==> src/assert_macros.svh <==
// ---------------------------------------------------------------------------
// assert_macros.svh
// Assertion wrappers shared by the RTL; define ASSERT_OFF to drop them.
// ---------------------------------------------------------------------------
`ifndef ASSERT_MACROS_SVH
`define ASSERT_MACROS_SVH
`ifndef ASSERT_OFF
`define ASSERT_RST(lbl, prop) \
  lbl: assert property (@(posedge clk) disable iff (rst) prop) else $error("assert failed");
`define ASSERT_ALWAYS(lbl, prop) \
  lbl: assert property (@(posedge clk) prop) else $error("assert failed");
`else
`define ASSERT_RST(lbl, prop)
`define ASSERT_ALWAYS(lbl, prop)
`endif
`endif

==> src/rsmp_pkg.sv <==
// ---------------------------------------------------------------------------
// rsmp_pkg
// Types and fixed widths of the polyline resampler.
// ---------------------------------------------------------------------------
package rsmp_pkg;
  localparam int CW = 32;   // coordinate width
  localparam int SW = 31;   // spacing width
  localparam int PW = 64;   // product width of the shared multiplier
  localparam int NAX = 3;

  typedef logic signed [CW-1:0] coord_t;
  typedef logic [CW-1:0]        mag_t;

  typedef enum logic [3:0] {
    ST_IDLE, ST_SQ_S, ST_SQ_X, ST_SQ_Y, ST_SQ_SUM, ST_SEARCH,
    ST_DIV_START, ST_DIV_WAIT, ST_EMIT_START, ST_EMIT_INT, ST_EMIT_END
  } state_t;
endpackage

==> src/rsmp_mul.sv <==
// ---------------------------------------------------------------------------
// rsmp_mul
// Shared unsigned multiplier, product registered.
// ---------------------------------------------------------------------------
module rsmp_mul import rsmp_pkg::*; (
  input  logic          clk,
  input  mag_t          a,
  input  mag_t          b,
  output logic [PW-1:0] p
);
  always_ff @(posedge clk) begin
    p <= PW'(a) * PW'(b);
  end
endmodule

==> config.mk <==
export PLATFORM = sky130hd
export DESIGN_NAME = rsmp_mul
export DESIGN_NICKNAME = d
export VERILOG_FILES = /design/src/assert_macros.svh /design/src/rsmp_pkg.sv /design/src/rsmp_mul.sv
export SDC_FILE = /design/constraint.sdc
export NUM_CORES = 2
export LEC_CHECK = 0
export BUFFER_PORTS_ARGS = -buffer_cell sky130_fd_sc_hd__clkbuf_2
export CORE_MARGIN = 2
export CORE_UTILIZATION = 50
export DETAILED_ROUTE_END_ITERATION = 12
export PLACE_DENSITY = 0.77
export SYNTH_ARGS = -nofsm -noshare
export SYNTH_HDL_FRONTEND = slang
export SYNTH_SLANG_ARGS = --single-unit
==> constraint.sdc <==
create_clock -name clk -period 6.9 [get_ports clk]
set_input_delay 0 -clock clk [delete_from_list [all_inputs] [get_ports clk]]
set_output_delay 0 -clock clk [all_outputs]
set_load 0.02 [all_outputs]
==> results.yml <==
setup_path:
  startpoint_type: "input port"
  critPathTopFamily: "adder cells"
  cp_slowest_cell: "fa_1"
  crit_top_cell: "fa_1"
  cp_num_buf_inv: 6
  crit_arrival_ns: 7.04
  cp.required_ns: 7.17
  endpoint_kind: "register"
  cp_cell_sequence: "clkbuf_2, buf_4, nand2_1, fa_1, fa_1, fa_1, fa_1, inv_1, fa_1, fa_1, fa_1, inv_1, fa_1, inv_1, ha_1, nand2_1, or4_4, or3_4, a31oi_1, buf_4, a31o_2, a211oi_2, o21ai_1, xor2_1"
  worst-path-max-fanout: 22
  critPathKind: "in2reg"
  slowest_delay_ns: 0.62
global_route:
  top_usage_layer: "met2"
  antenna_found_initial: 1
  grt_pass1_vias: 28600
  grtUsageTotal_pct: 26.42
  met1_usage_pct: 31.63
  grt_pass1_wl_mm: 147.4
  grt.met2_usage_pct: 47.78
  grt_max_degree: 25
  grt.overflow.total: 0
  use_met3_pct: 3.099
synth:
  synth_edf_count: 0
  ys_warn_count: 0
  ys_ff_latch: 64
  avgSynthCellArea_um2: 9.252
  synth_nets: 4972
  syn_inst: 3748
  synth_top_cell_area_share_pct: 51.73
  yosys.area.top_type: "fa_1"
  yosys_most_used_dff: "dfxtp_1"
  ys_types: 57
  synth_seq_area_share_pct: 3.695
  async_flop_share_pct: 0
  synthesis.area_mm2: 0.03468
  synth.area.top_cells: "fa_1 52%, and2_1 11%, ha_1 9.5%"
die:
  fp-row-count: 96
  die_w_um: 267.3
  ioPinCount: 129
  dieArea_mm2: 0.07147
  die_h_um: 267.3
  start_util_pct: 50.56
  core_area_mm2: 0.06859
timing:
  drv_slew: 0
  tightest_slew_ns: 0.4644
  fmax_mhz: 147.8
  hold_violations: 0
  setup_slack_ns: 0.1318
  fin_crit_sh_pct: 98.09
  period_minus_slack_ns: 6.768
  setup_viol: 0
  slew_headroom_pct: 68.82
drt:
  wl_mm: 89.14
  routed_via_density: 5.275
  routedWlPerCell_um: 18.23
  via_count: 25790
  drc: 0
  first_pass_iters: 5
  drt_iter0_drc: 1577
  route.antenna.remaining_nets: 0
cts:
  cts_tree: "done"
  clockBufferDepth: 2
  clk_pin_slew_ns: 0.06
  numCtsBuffers: 9
  root_buffer: "clkbuf_16"
  cts_hold_buf: 0
  cts_sinks: 64
  htree_num_levels: 3
placed_design:
  placedCellCount: 4870
  dp_slack_ns: -0.2731
  port_buffers: 128
  detailed_place_hpwl_mm: 78.57
  gp_congestion: 0.9468
cells_and_area:
  syn_to_final_growth_pct: 11.54
  top_regs: "p (64)"
  drive_gt1_share_pct: 11.52
  fin_cells: 4889
  largest_reg_flops: 64
  nNetsFinal: 5176
  top_register: "p"
min_path:
  hold_class: "in2reg"
outcome:
  outcome: "finished, final reports clean"
run:
  cap_violations: 0
[layout make-up]
cell class,instances,area [um2]
sequential,64,1281
fill,5835,29910
inverter,865,3247
clock inverter,4,76.32
antenna,1,2.502
timing repair buffer,413,3269
multi-input combinational,2599,29380
tap,931,1165
clock buffer,12,256.5
[metal layers]
layer / share of wire [%] / routed length [um] / vias up
li1: - / - / 11260
met1: 37 / 32800 / 13370
met2: 53 / 47010 / 915
met3: 5.3 / 4711 / 252
met4: 5.2 / 4616 / 0
met5: 0 / 0 / -
[synthesized netlist by cell type, drive strengths merged (3+ instances only)]
cell and number:
nor3 7, or2 3, a21o 40, a211oi 3, o31ai 5, a221oi 4, or3 3, buf 7
xor2 25, nand4 23, xnor2 35, a21boi 3, a31oi 12, ha 263, and2 602, nand2 480
dfxtp 64, nor2 20, inv 865, o21ai 26, or4 3, o221ai 3, o21bai 11, nand3 10
a21oi 66, o21a 9, fa 896, and4 3, a221o 4, clkbuf 213, and3 14
[worst min-delay path: cells and delay by family]
| family | cells | cell delay (ns) |
|---|---|---|
| buffers and inverters | 2 | 0.56 |
| and+or+nand+nor | 1 | 0.16 |
[metrics by stage]
step,area (um2),util [%],hold WS (ns),TNS [ns]
2_1_floorplan,34680,-,0.1273,0
5_1_grt,38680,56.39,0.4885,-0.02132
3_5_place_dp,38240,55.75,0.4175,-3.228
6_report,38680,56.39,0.4494,0
3_3_place_gp,38240,55.75,0.4145,-1.400
4_1_cts,38570,56.23,0.4346,0
[worst paths after layout]
check                  from  slack, ns       endpoint  depth (start not counted)
worst min-delay path   a[0]       0.45   p[0]$_DFF_P_                          3
worst max-delay path  a[25]       0.13  p[62]$_DFF_P_                         24
[layout by cell type, fill, tap and decap left out, drive strengths merged, types with 12 or more instances in the layout]
cell,count
fa,896
inv,865
and2,602
nand2,480
buf,291
ha,263
clkbuf,134
a21oi,66
dfxtp,64
a21o,40
xnor2,35
o21ai,26
xor2,25
nand4,23
nor2,20
and3,14
a31oi,12
[what timing repair did]
item / 4_1_cts / 5_1_grt
resized for setup: 0 / 30
buffers inserted: 0 / 2
endpoints found under the setup margin: 0 / 18
[kinds of logic (layout without fill, tap and decap cells)]
group	after synthesis	in the layout	share of synthesized area [%]
adders and majority gates	1159	1159	61.22
AOI/OAI and AO/OA	202	202	4.153
buffers and inverters	1085	1294	11.77
muxes	1	1	0.02887
xor gates and xnor gates	60	60	1.515
other	0	1	0
and+or+nand+nor	1177	1177	17.62
DFF	64	64	3.695
Power is not shown: default switching activity piles up to over one toggle a cycle in this logic, so the estimate is an artifact.
