## src/assert_macros.svh

```systemverilog
// ---------------------------------------------------------------------------
// assert_macros.svh
// Assertion wrappers shared by the RTL; define ASSERT_OFF to drop them.
// ---------------------------------------------------------------------------
`ifndef ASSERT_MACROS_SVH
`define ASSERT_MACROS_SVH
`ifndef ASSERT_OFF
`define ASSERT_RST(lbl, prop) \
  lbl: assert property (@(posedge clk) disable iff (rst) prop) else $error("assert failed");
`define ASSERT_ALWAYS(lbl, prop) \
  lbl: assert property (@(posedge clk) prop) else $error("assert failed");
`else
`define ASSERT_RST(lbl, prop)
`define ASSERT_ALWAYS(lbl, prop)
`endif
`endif

```

## src/rsmp_pkg.sv

```systemverilog
// ---------------------------------------------------------------------------
// rsmp_pkg
// Types and fixed widths of the polyline resampler.
// ---------------------------------------------------------------------------
package rsmp_pkg;
  localparam int CW = 32;   // coordinate width
  localparam int SW = 31;   // spacing width
  localparam int PW = 64;   // product width of the shared multiplier
  localparam int NAX = 3;

  typedef logic signed [CW-1:0] coord_t;
  typedef logic [CW-1:0]        mag_t;

  typedef enum logic [3:0] {
    ST_IDLE, ST_SQ_S, ST_SQ_X, ST_SQ_Y, ST_SQ_SUM, ST_SEARCH,
    ST_DIV_START, ST_DIV_WAIT, ST_EMIT_START, ST_EMIT_INT, ST_EMIT_END
  } state_t;
endpackage

```

## src/rsmp_div.sv

```systemverilog
// ---------------------------------------------------------------------------
// rsmp_div
// Restoring divider, one quotient bit per cycle.
// ---------------------------------------------------------------------------
module rsmp_div import rsmp_pkg::*; #(
  parameter int NW = 6
) (
  input  logic          clk,
  input  logic          rst,
  input  logic          start,
  input  mag_t          dividend,
  input  logic [NW-1:0] divisor,
  output logic          done,
  output mag_t          quo,
  output logic [NW-1:0] rem
);
  localparam int BW = $clog2(CW + 1);
  logic [BW-1:0] cnt;
  logic          busy;
  logic [NW:0]   racc;
  logic [NW-1:0] dvs;
  logic [NW:0]   trial;

  assign trial = {racc[NW-1:0], quo[CW-1]};
  assign rem   = racc[NW-1:0];

  always_ff @(posedge clk) begin
    if (rst) begin
      busy <= 1'b0;
      done <= 1'b0;
      cnt  <= '0;
    end else begin
      done <= 1'b0;
      if (start) begin
        busy <= 1'b1;
        cnt  <= BW'(CW);
        quo  <= dividend;
        racc <= '0;
        dvs  <= divisor;
      end else if (busy) begin
        // subtract when the partial remainder allows, shift in the quotient bit
        if (trial >= {1'b0, dvs}) begin
          racc <= trial - {1'b0, dvs};
          quo  <= {quo[CW-2:0], 1'b1};
        end else begin
          racc <= trial;
          quo  <= {quo[CW-2:0], 1'b0};
        end
        cnt <= cnt - 1'b1;
        if (cnt == BW'(1)) begin
          busy <= 1'b0;
          done <= 1'b1;
        end
      end
    end
  end
endmodule

```

## config.mk

```make
export PLATFORM = sky130hd
export DESIGN_NAME = rsmp_div
export DESIGN_NICKNAME = d
export VERILOG_FILES = /design/src/assert_macros.svh /design/src/rsmp_pkg.sv /design/src/rsmp_div.sv
export SDC_FILE = /design/constraint.sdc
export NUM_CORES = 1
export LEC_CHECK = 0
export BUFFER_PORTS_ARGS = -buffer_cell sky130_fd_sc_hd__buf_2
export CAP_MARGIN = 20
export CORE_MARGIN = 2
export CORE_UTILIZATION = 40
export CTS_BUF_LIST = sky130_fd_sc_hd__clkbuf_16
export DETAILED_ROUTE_END_ITERATION = 12
export PLACE_DENSITY_LB_ADDON = 0.25
export SETUP_SLACK_MARGIN = 0.02
export SYNTH_ARGS = -nofsm -noshare
export SYNTH_HDL_FRONTEND = slang
export SYNTH_SLANG_ARGS = --single-unit
```

## constraint.sdc

```tcl
create_clock -name clk -period 3.19 [get_ports clk]
set_clock_uncertainty 0.1 [all_clocks]
set_input_delay 0.1595 -clock clk [delete_from_list [all_inputs] [get_ports clk]]
set_output_delay 0.1595 -clock clk [all_outputs]
set_load 0.02 [all_outputs]
```

==> summary.md, run 1 <==
| Metric | Value |
|---|---|
| PortBufs | `79` |
| First-pass GRT wire length | `7210 um` |
| Critical Path AT | `1.99 ns` |
| Root Buffer | `clkbuf_16` |
| Worst-Margin Slew | `0.563 ns` |
| GRT Total Usage | `0.145` |
| Layout cells sized above 1 | `0.483` |
| Clock power share | `0.346` |
| Part of the power in registers | `0.481` |
| CP cell instances | `ha_1, a21o_1, a211oi_2, o21ai_4, mux2_2` |
| Critical path endpoint category | `flip-flop` |
| Top cell type by total area after synthesis | `edfxtp_1` |
| WL/cell | `14.1 um` |
| Remaining antenna violation count | `0` |
| Synth-to-Final Area Change | `29.5%` |
| Startpoint Class | `flip-flop` |
| Post-synthesis instance area | `2420 um2` |
| Register area share after synthesis | `0.612` |
| Area contributors post-synth | `edfxtp_1 55%, mux2_2 15%, dfxtp_1 6.6%` |
| RSZ-0062 raised after global routing | `false` |
| Combinational Power Share | `0.173` |
| Detailed Routing Iterations Pass 1 | `4` |
| Fin Setup TNS | `0 ns` |
| VDD IR max | `0.000299 V` |
| Yosys reg bits | `52` |
| Post-CTS Repair Setup Buffers | `0` |
| Final hold vios | `0` |
| CTS tree | `yes` |
| Crit path max fanout | `10` |
| Die Wd | `81.8 um` |
| Adder-cell share of the synthesized area | `0.0548` |
| Tcrit/Tclk final | `0.645` |
| Buf+Inv Stages, Crit Path | `0` |
| Cts bufs inserted | `5` |
| Starting Density | `0.411` |
| Fillers | `527` |
| NumNets Final | `309` |
| Compound-cell area share of the yosys netlist | `0.0677` |
| Relative max-transition margin | `0.623` |
| Sw Share | `0.243` |
| Drt first-iter violations | `75` |
| Pwr dens | `548 nW/um2` |
| Mux cell area share after synthesis | `0.157` |
| Simple-gate share of the synthesized area | `0.0595` |
| Core ar. | `5890 um2` |
| Yosys warning total | `0` |
| Vias | `1,610` |
| Remaining routing DRC violations | `0` |
| # rows | `28` |
| Pin count of the biggest net entering global routing | `40` |
| Status | `complete, no violations` |
| Syn Nets | `220` |
| Worst-path clk slew | `0.06 ns` |
| Worst skew pair latency | `0.28 ns` |
| Area of the die | `6690 um2` |
| Placed cells | `320` |
| TritonCTS Sinks | `52` |
| H-tree levels | `2` |
| Post-Route WL | `4720 um` |
| Vias in the first global route | `1,566` |
| Setup Viol. Count Final | `0` |
| Clock tree buffer depth | `2` |
| Distinct cells, synth | `31` |
| Largest family of logic cells by synthesized area | `multiplexers` |
| Crit-path max cell delay | `0.42 ns` |
| Gr ovfl total | `0` |
| Worst endpoint required time | `3.13 ns` |
| Worst min-delay path class | `in -> reg` |
| Final count of pins violating max slew | `0` |
| Non-filler cells in the finished layout | `334` |
| Sw Pwr | `418 uW` |
| Initial antenna violation count | `0` |
| Vias per cell | `4.82` |
| Final min period | `2.06 ns` |
| Antenna diodes | `0` |
| Cells after Synth | `169` |
| LEAKAGE | `0.00130 uW` |
| Maximum clock frequency | `0.486 GHz` |
| Max Cap Viol | `0` |
| Post-synth top area share | `0.546` |
| RD Place Congestion | `0.791` |
| Post-Synth XOR/XNOR Area | `0.0217` |
| Cell Int Power | `1300 uW` |
| Die height | `81.8 um` |
| HPWL Detailed | `3420 um` |
| Worst setup path class | `reg -> reg` |
| IO Pins | `80` |
| Slowest-stage cell, CP | `edfxtp_1` |
| Avg Cell Area, Syn | `14.3 um2` |
| Critical path's top delay family | `compound AO/OA/AOI/OAI gates` |
==> area by class of cell <==
type                    count  area [um2]  share of cell area
well taps                  75        93.8              0.0299
multi-input cells         101         885               0.282
clock buffers               5         125              0.0399
clock inverters             3        37.5              0.0120
flip-flops and latches     52        1480               0.473
inverters                  11        41.3              0.0132
repair buffers             87         470               0.150
==> Yosys cell counts (all sizes together) <==
master / count
mux2i: 2
o32ai: 1
xor2: 2
nand2: 7
a31oi: 1
edfxtp: 44
dfxtp: 8
nor2b: 2
a21oi: 4
inv: 11
nor3: 4
buf: 4
xnor2: 4
or2: 1
o21a: 4
nor4: 1
o31a: 1
clkbuf: 1
mux2: 32
nor2: 11
a21o: 2
nand3: 1
a211oi: 4
fa: 1
o22ai: 1
nand2b: 3
o21ai: 3
ha: 9
==> layout by cell type (no fill, tap or decap), types with 2 or more instances in the layout <==
master and instances:
nor2_1 11, nand2_1 7, dlygate4sd3_1 6, a21o_1 2, nand2b_1 3, ha_1 9, nor3_1 4, buf_2 79
a211oi_1 3, mux2i_1 2, edfxtp_1 44, o21ai_0 2, xnor2_1 4, inv_1 11, clkbuf_16 5, o21a_1 4
a21oi_1 3, dfxtp_1 8, buf_4 2, xor2_1 2, mux2_2 32, clkinv_1 2
==> sequential cells by signal (all words and copies together), names as in the netlist <==
register,flops
busy,1
dvs,6
cnt,6
quo,32
done,1
racc,6
==> final timing paths <==
kind / endpoint / cells past startpoint / start / slack (ns)
setup / recovery: quo[0]$_DFFE_PP_ / 5 / racc[3]$_SDFFCE_PP0P_ / 1.13
hold / removal: cnt[5]$_SDFFE_PP0N_ / 2 / rst / 0.008
setup reg to reg: quo[0]$_DFFE_PP_ / 5 / racc[3]$_SDFFCE_PP0P_ / 1.13
hold reg to reg: cnt[0]$_SDFFE_PP0P_ / 2 / cnt[0]$_SDFFE_PP0P_ / 0.40
==> power groups by stage <==
stage,combinational (uW),clock (uW),sequential [uW]
after CTS,302,610,826
final,297,594,825
after global placement,292,0,839
after detailed placement,295,0,840
after floorplan,161,0,881
after global routing,328,631,832
==> cell families after synthesis <==
group,count (synthesis)
flip-flops,52
multiplexers,34
AND/OR/NAND/NOR,30
AO/OA/AOI/OAI,21
buffers and inverters,16
adder cells (fa/ha/maj),10
XOR/XNOR,6
==> through the flow <==
| stage | util | setup slack (ns) | instance area (um2) | total power, uW | hold WS [ns] |
|---|---|---|---|---|---|
| final | 0.533 | 1.13 | 3130 | 1720 | 0.00803 |
| after global routing | 0.533 | 1.03 | 3130 | 1790 | 0.0266 |
| after CTS | 0.533 | 1.14 | 3130 | 1740 | 0.00703 |
| after detailed placement | 0.495 | 1.13 | 2910 | 1130 | 0.239 |
| after global placement | 0.495 | 1.18 | 2910 | 1130 | 0.237 |
| after floorplan | - | 0.238 | 2420 | 1040 | 0.129 |
==> worst register-to-register path, stage by stage, from the launching register on <==
cell and delay (ns):
edfxtp_1 0.42, ha_1 0.37, a21o_1 0.18, a211oi_2 0.29
o21ai_4 0.16, mux2_2 0.28
==> routing by layer <==
layer	global-route usage	up-vias	routed length [um]
li1	-	796	-
met1	0.185	753	2070
met2	0.217	52	2230
met3	0.0571	9	344
met4	0.0667	0	79
met5	0	-	0
==> what timing repair did <==
| action | CTS | global route |
|---|---|---|
| gates resized for setup | 0 | 0 |
| hold buffers | 6 | 0 |
| endpoints found under the hold margin | 6 | 0 |
Power figures use the tool's default switching activity.
==> inputs of run 2 (changes only) <==
==> constraint.sdc (replaced) <==
create_clock -name clk -period 2 [get_ports clk]
set_clock_uncertainty 0.1 [all_clocks]
set_input_delay 0.1 -clock clk [delete_from_list [all_inputs] [get_ports clk]]
set_output_delay 0.1 -clock clk [all_outputs]
set_load 0.02 [all_outputs]
==> run 2 against run 1 <==
Fmax grew 5.6%. Power rose by 65%. Routed wire length rose by 4.1%. First-iteration DRC count rose by 15%. Cell area rose by 5.3%. Non-clock buffer count rose by 8. Sequential power grew 60%. Critical path type unchanged. Largest power group unchanged.
==> summary.md, run 2 (synthesis gave the netlist of run 1 again) <==
| Metric | Value |
|---|---|
| Placed cell areas | `3010 um2 (was 2910 um2)` |
| Worst-path clk slew | `0.07 ns (was 0.06 ns)` |
| RD Place Congestion | `0.801 (was 0.791)` |
| Layout cells sized above 1 | `0.530 (was 0.483)` |
| Startpoint Class | `flip-flop (unchanged)` |
| Commonest non-fill, non-tap cell in the layout | `buf_2 (unchanged)` |
| Hold path startpoint | `dividend[9] (was rst)` |
| PortBufs | `79 (unchanged)` |
| Worst skew pair latency | `0.29 ns (was 0.28 ns)` |
| Reg2Reg Setup Slack | `0.05 ns (was 1.13 ns)` |
| Worst min-delay path class | `in -> reg (unchanged)` |
| Area of the die | `6690 um2 (unchanged)` |
| Die Wd | `81.8 um (unchanged)` |
| Initial antenna violation count | `0 (unchanged)` |
| HPWL Detailed | `3360 um (was 3420 um)` |
| Gr ovfl total | `0 (unchanged)` |
| Reg2reg path depth | `5 (unchanged)` |
| Post-Route WL | `4910 um (was 4720 um)` |
| Worst setup path class | `reg -> reg (unchanged)` |
| Status | `complete, no violations (unchanged)` |
| Synth-to-Final Area Change | `36.4% (was 29.5%)` |
| Critical Path AT | `1.89 ns (was 1.99 ns)` |
| CP Launch Point | `racc[3]$_SDFFCE_PP0P_ (unchanged)` |
| Critical Path Sink | `quo[0]$_DFFE_PP_ (unchanged)` |
| Worst r2r src | `racc[3]$_SDFFCE_PP0P_ (unchanged)` |
| Max Cap Viol | `0 (unchanged)` |
| RSZ-0062 raised after global routing | `true (was false)` |
| Antenna diodes | `0 (unchanged)` |
| Pwr dens | `860 nW/um2 (was 548 nW/um2)` |
| Crit-path max cell delay | `0.45 ns (was 0.42 ns)` |
| Pin count of the biggest net entering global routing | `40 (unchanged)` |
| Remaining antenna violation count | `0 (unchanged)` |
| Critical path's top delay family | `compound AO/OA/AOI/OAI gates (unchanged)` |
| Max reg flops | `32 (unchanged)` |
| Most frequent cells in the layout | `79 x buf_2, 44 x edfxtp_1, 31 x mux2_2 (was 79 x buf_2, 44 x edfxtp_1, 32 x mux2_2)` |
| Final hold vios | `0 (unchanged)` |
| Largest reg by FF count | `quo (unchanged)` |
| Crit path max fanout | `5 (was 10)` |
| NumNets Final | `318 (was 309)` |
| CTS tree | `yes (unchanged)` |
| Maximum clock frequency | `0.514 GHz (was 0.486 GHz)` |
| Worst path depth | `5 (unchanged)` |
| Fin util | `0.561 (was 0.533)` |
| Setup Viol. Count Final | `0 (unchanged)` |
| Fin area | `3300 um2 (was 3130 um2)` |
| Final count of pins violating max slew | `0 (unchanged)` |
| Worst endpoint required time | `1.94 ns (was 3.13 ns)` |
| Final min period | `1.95 ns (was 2.06 ns)` |
| Tcrit/Tclk final | `0.974 (was 0.645)` |
| LEAKAGE | `0.00136 uW (was 0.00130 uW)` |
| WL/cell | `14.3 um (was 14.1 um)` |
| Slowest-stage cell, CP | `edfxtp_1 (unchanged)` |
| Worst slack at placement | `0.0225 ns (was 1.13 ns)` |
| Starting Density | `0.411 (unchanged)` |
| First-pass GRT wire length | `7570 um (was 7210 um)` |
| H-tree levels | `2 (unchanged)` |
| VDD IR max | `0.000573 V (was 0.000299 V)` |
| GRT Total Usage | `0.153 (was 0.145)` |
| Root Buffer | `clkbuf_16 (unchanged)` |
| Detailed Routing Iterations Pass 1 | `4 (unchanged)` |
| Die height | `81.8 um (unchanged)` |
| Final WS setup | `0.0526 ns (was 1.13 ns)` |
| Vias per cell | `4.85 (was 4.82)` |
| Relative max-transition margin | `0.796 (was 0.623)` |
| Clock tree buffer depth | `2 (unchanged)` |
| Worst-Margin Slew | `0.303 ns (was 0.563 ns)` |
| Vias in the first global route | `1,675 (was 1,566)` |
| # rows | `28 (unchanged)` |
| Fillers | `512 (was 527)` |
| RR Endpoint | `quo[0]$_DFFE_PP_ (unchanged)` |
| Remaining routing DRC violations | `0 (unchanged)` |
| IO Pins | `80 (unchanged)` |
| Vias | `1,664 (was 1,610)` |
| Critical path endpoint category | `flip-flop (unchanged)` |
| CP cell instances | `ha_4, a21o_1, a211oi_4, o21ai_4, mux2_4 (was ha_1, a21o_1, a211oi_2, o21ai_4, mux2_2)` |
| Cts bufs inserted | `5 (unchanged)` |
| Core ar. | `5890 um2 (unchanged)` |
| Buf+Inv Stages, Crit Path | `0 (unchanged)` |
| TritonCTS Sinks | `52 (unchanged)` |
| Drt first-iter violations | `86 (was 75)` |
-- run 2: cell types whose count changed in the layout (fill, tap and decap cells not counted), sizes merged --
cell | before | now
buf | 81 | 88
o21ai | 3 | 4
dlygate4sd3 | 6 | 7
-- run 2: worst register-to-register path: stages, from the launching register on --
cell and delay [ns]:
edfxtp_1 0.45, ha_4 0.29, a21o_1 0.18, a211oi_4 0.27, o21ai_4 0.14, mux2_4 0.27
-- run 2: layer usage --
layer	track usage	routed length [um]	up-vias	share of wire
met4	0.0550	57	0	0.012
met1	0.195	2150	791	0.44
met3	0.0538	363	4	0.074
met2	0.240	2340	53	0.48
li1	-	-	816	-
met5	0	0	-	0
-- run 2: area by class of cell --
type	count	area, um2	area share
multi-input cells	102	958	0.290
clock inverters	3	42.5	0.0129
repair buffers	95	558	0.169
well taps	75	93.8	0.0284
inverters	11	41.3	0.0125
flip-flops and latches	52	1480	0.449
clock buffers	5	125	0.0379
-- run 2: worst min-delay path by stage --
stage,endpoint,cells past startpoint
after global placement,dvs[4]$_DFFE_PP_,1
after global routing,quo[9]$_DFFE_PP_,2
final,quo[9]$_DFFE_PP_,2
after CTS,quo[9]$_DFFE_PP_,2
after detailed placement,dvs[2]$_DFFE_PP_,1
after floorplan,cnt[5]$_SDFFE_PP0N_,1
-- run 2: report_power, final --
group          switching (uW)  internal [uW]
combinational             282            262
sequential               44.6           1270
clock                     388            589
-- run 2: timing repair --
action                     in CTS  in global routing
gates resized for setup         0                  8
hold buffers                    7                  0
hold endpoints to repair        7                  0
buffers inserted                0                  1
setup endpoints to repair       0                  7
-- run 2: metrics by stage --
stage / hold WS [ns] / total power (uW) / std cells / setup TNS (ns)
5_1_grt: 0.00687 / 2960 / 343 / -0.0322
4_1_cts: 0.00251 / 2830 / 341 / 0
3_3_place_gp: 0.181 / 1840 / 326 / 0
2_1_floorplan: 0.0691 / 1670 / 169 / -0.0216
6_report: 0.00662 / 2840 / 343 / 0
3_5_place_dp: 0.179 / 1840 / 326 / 0
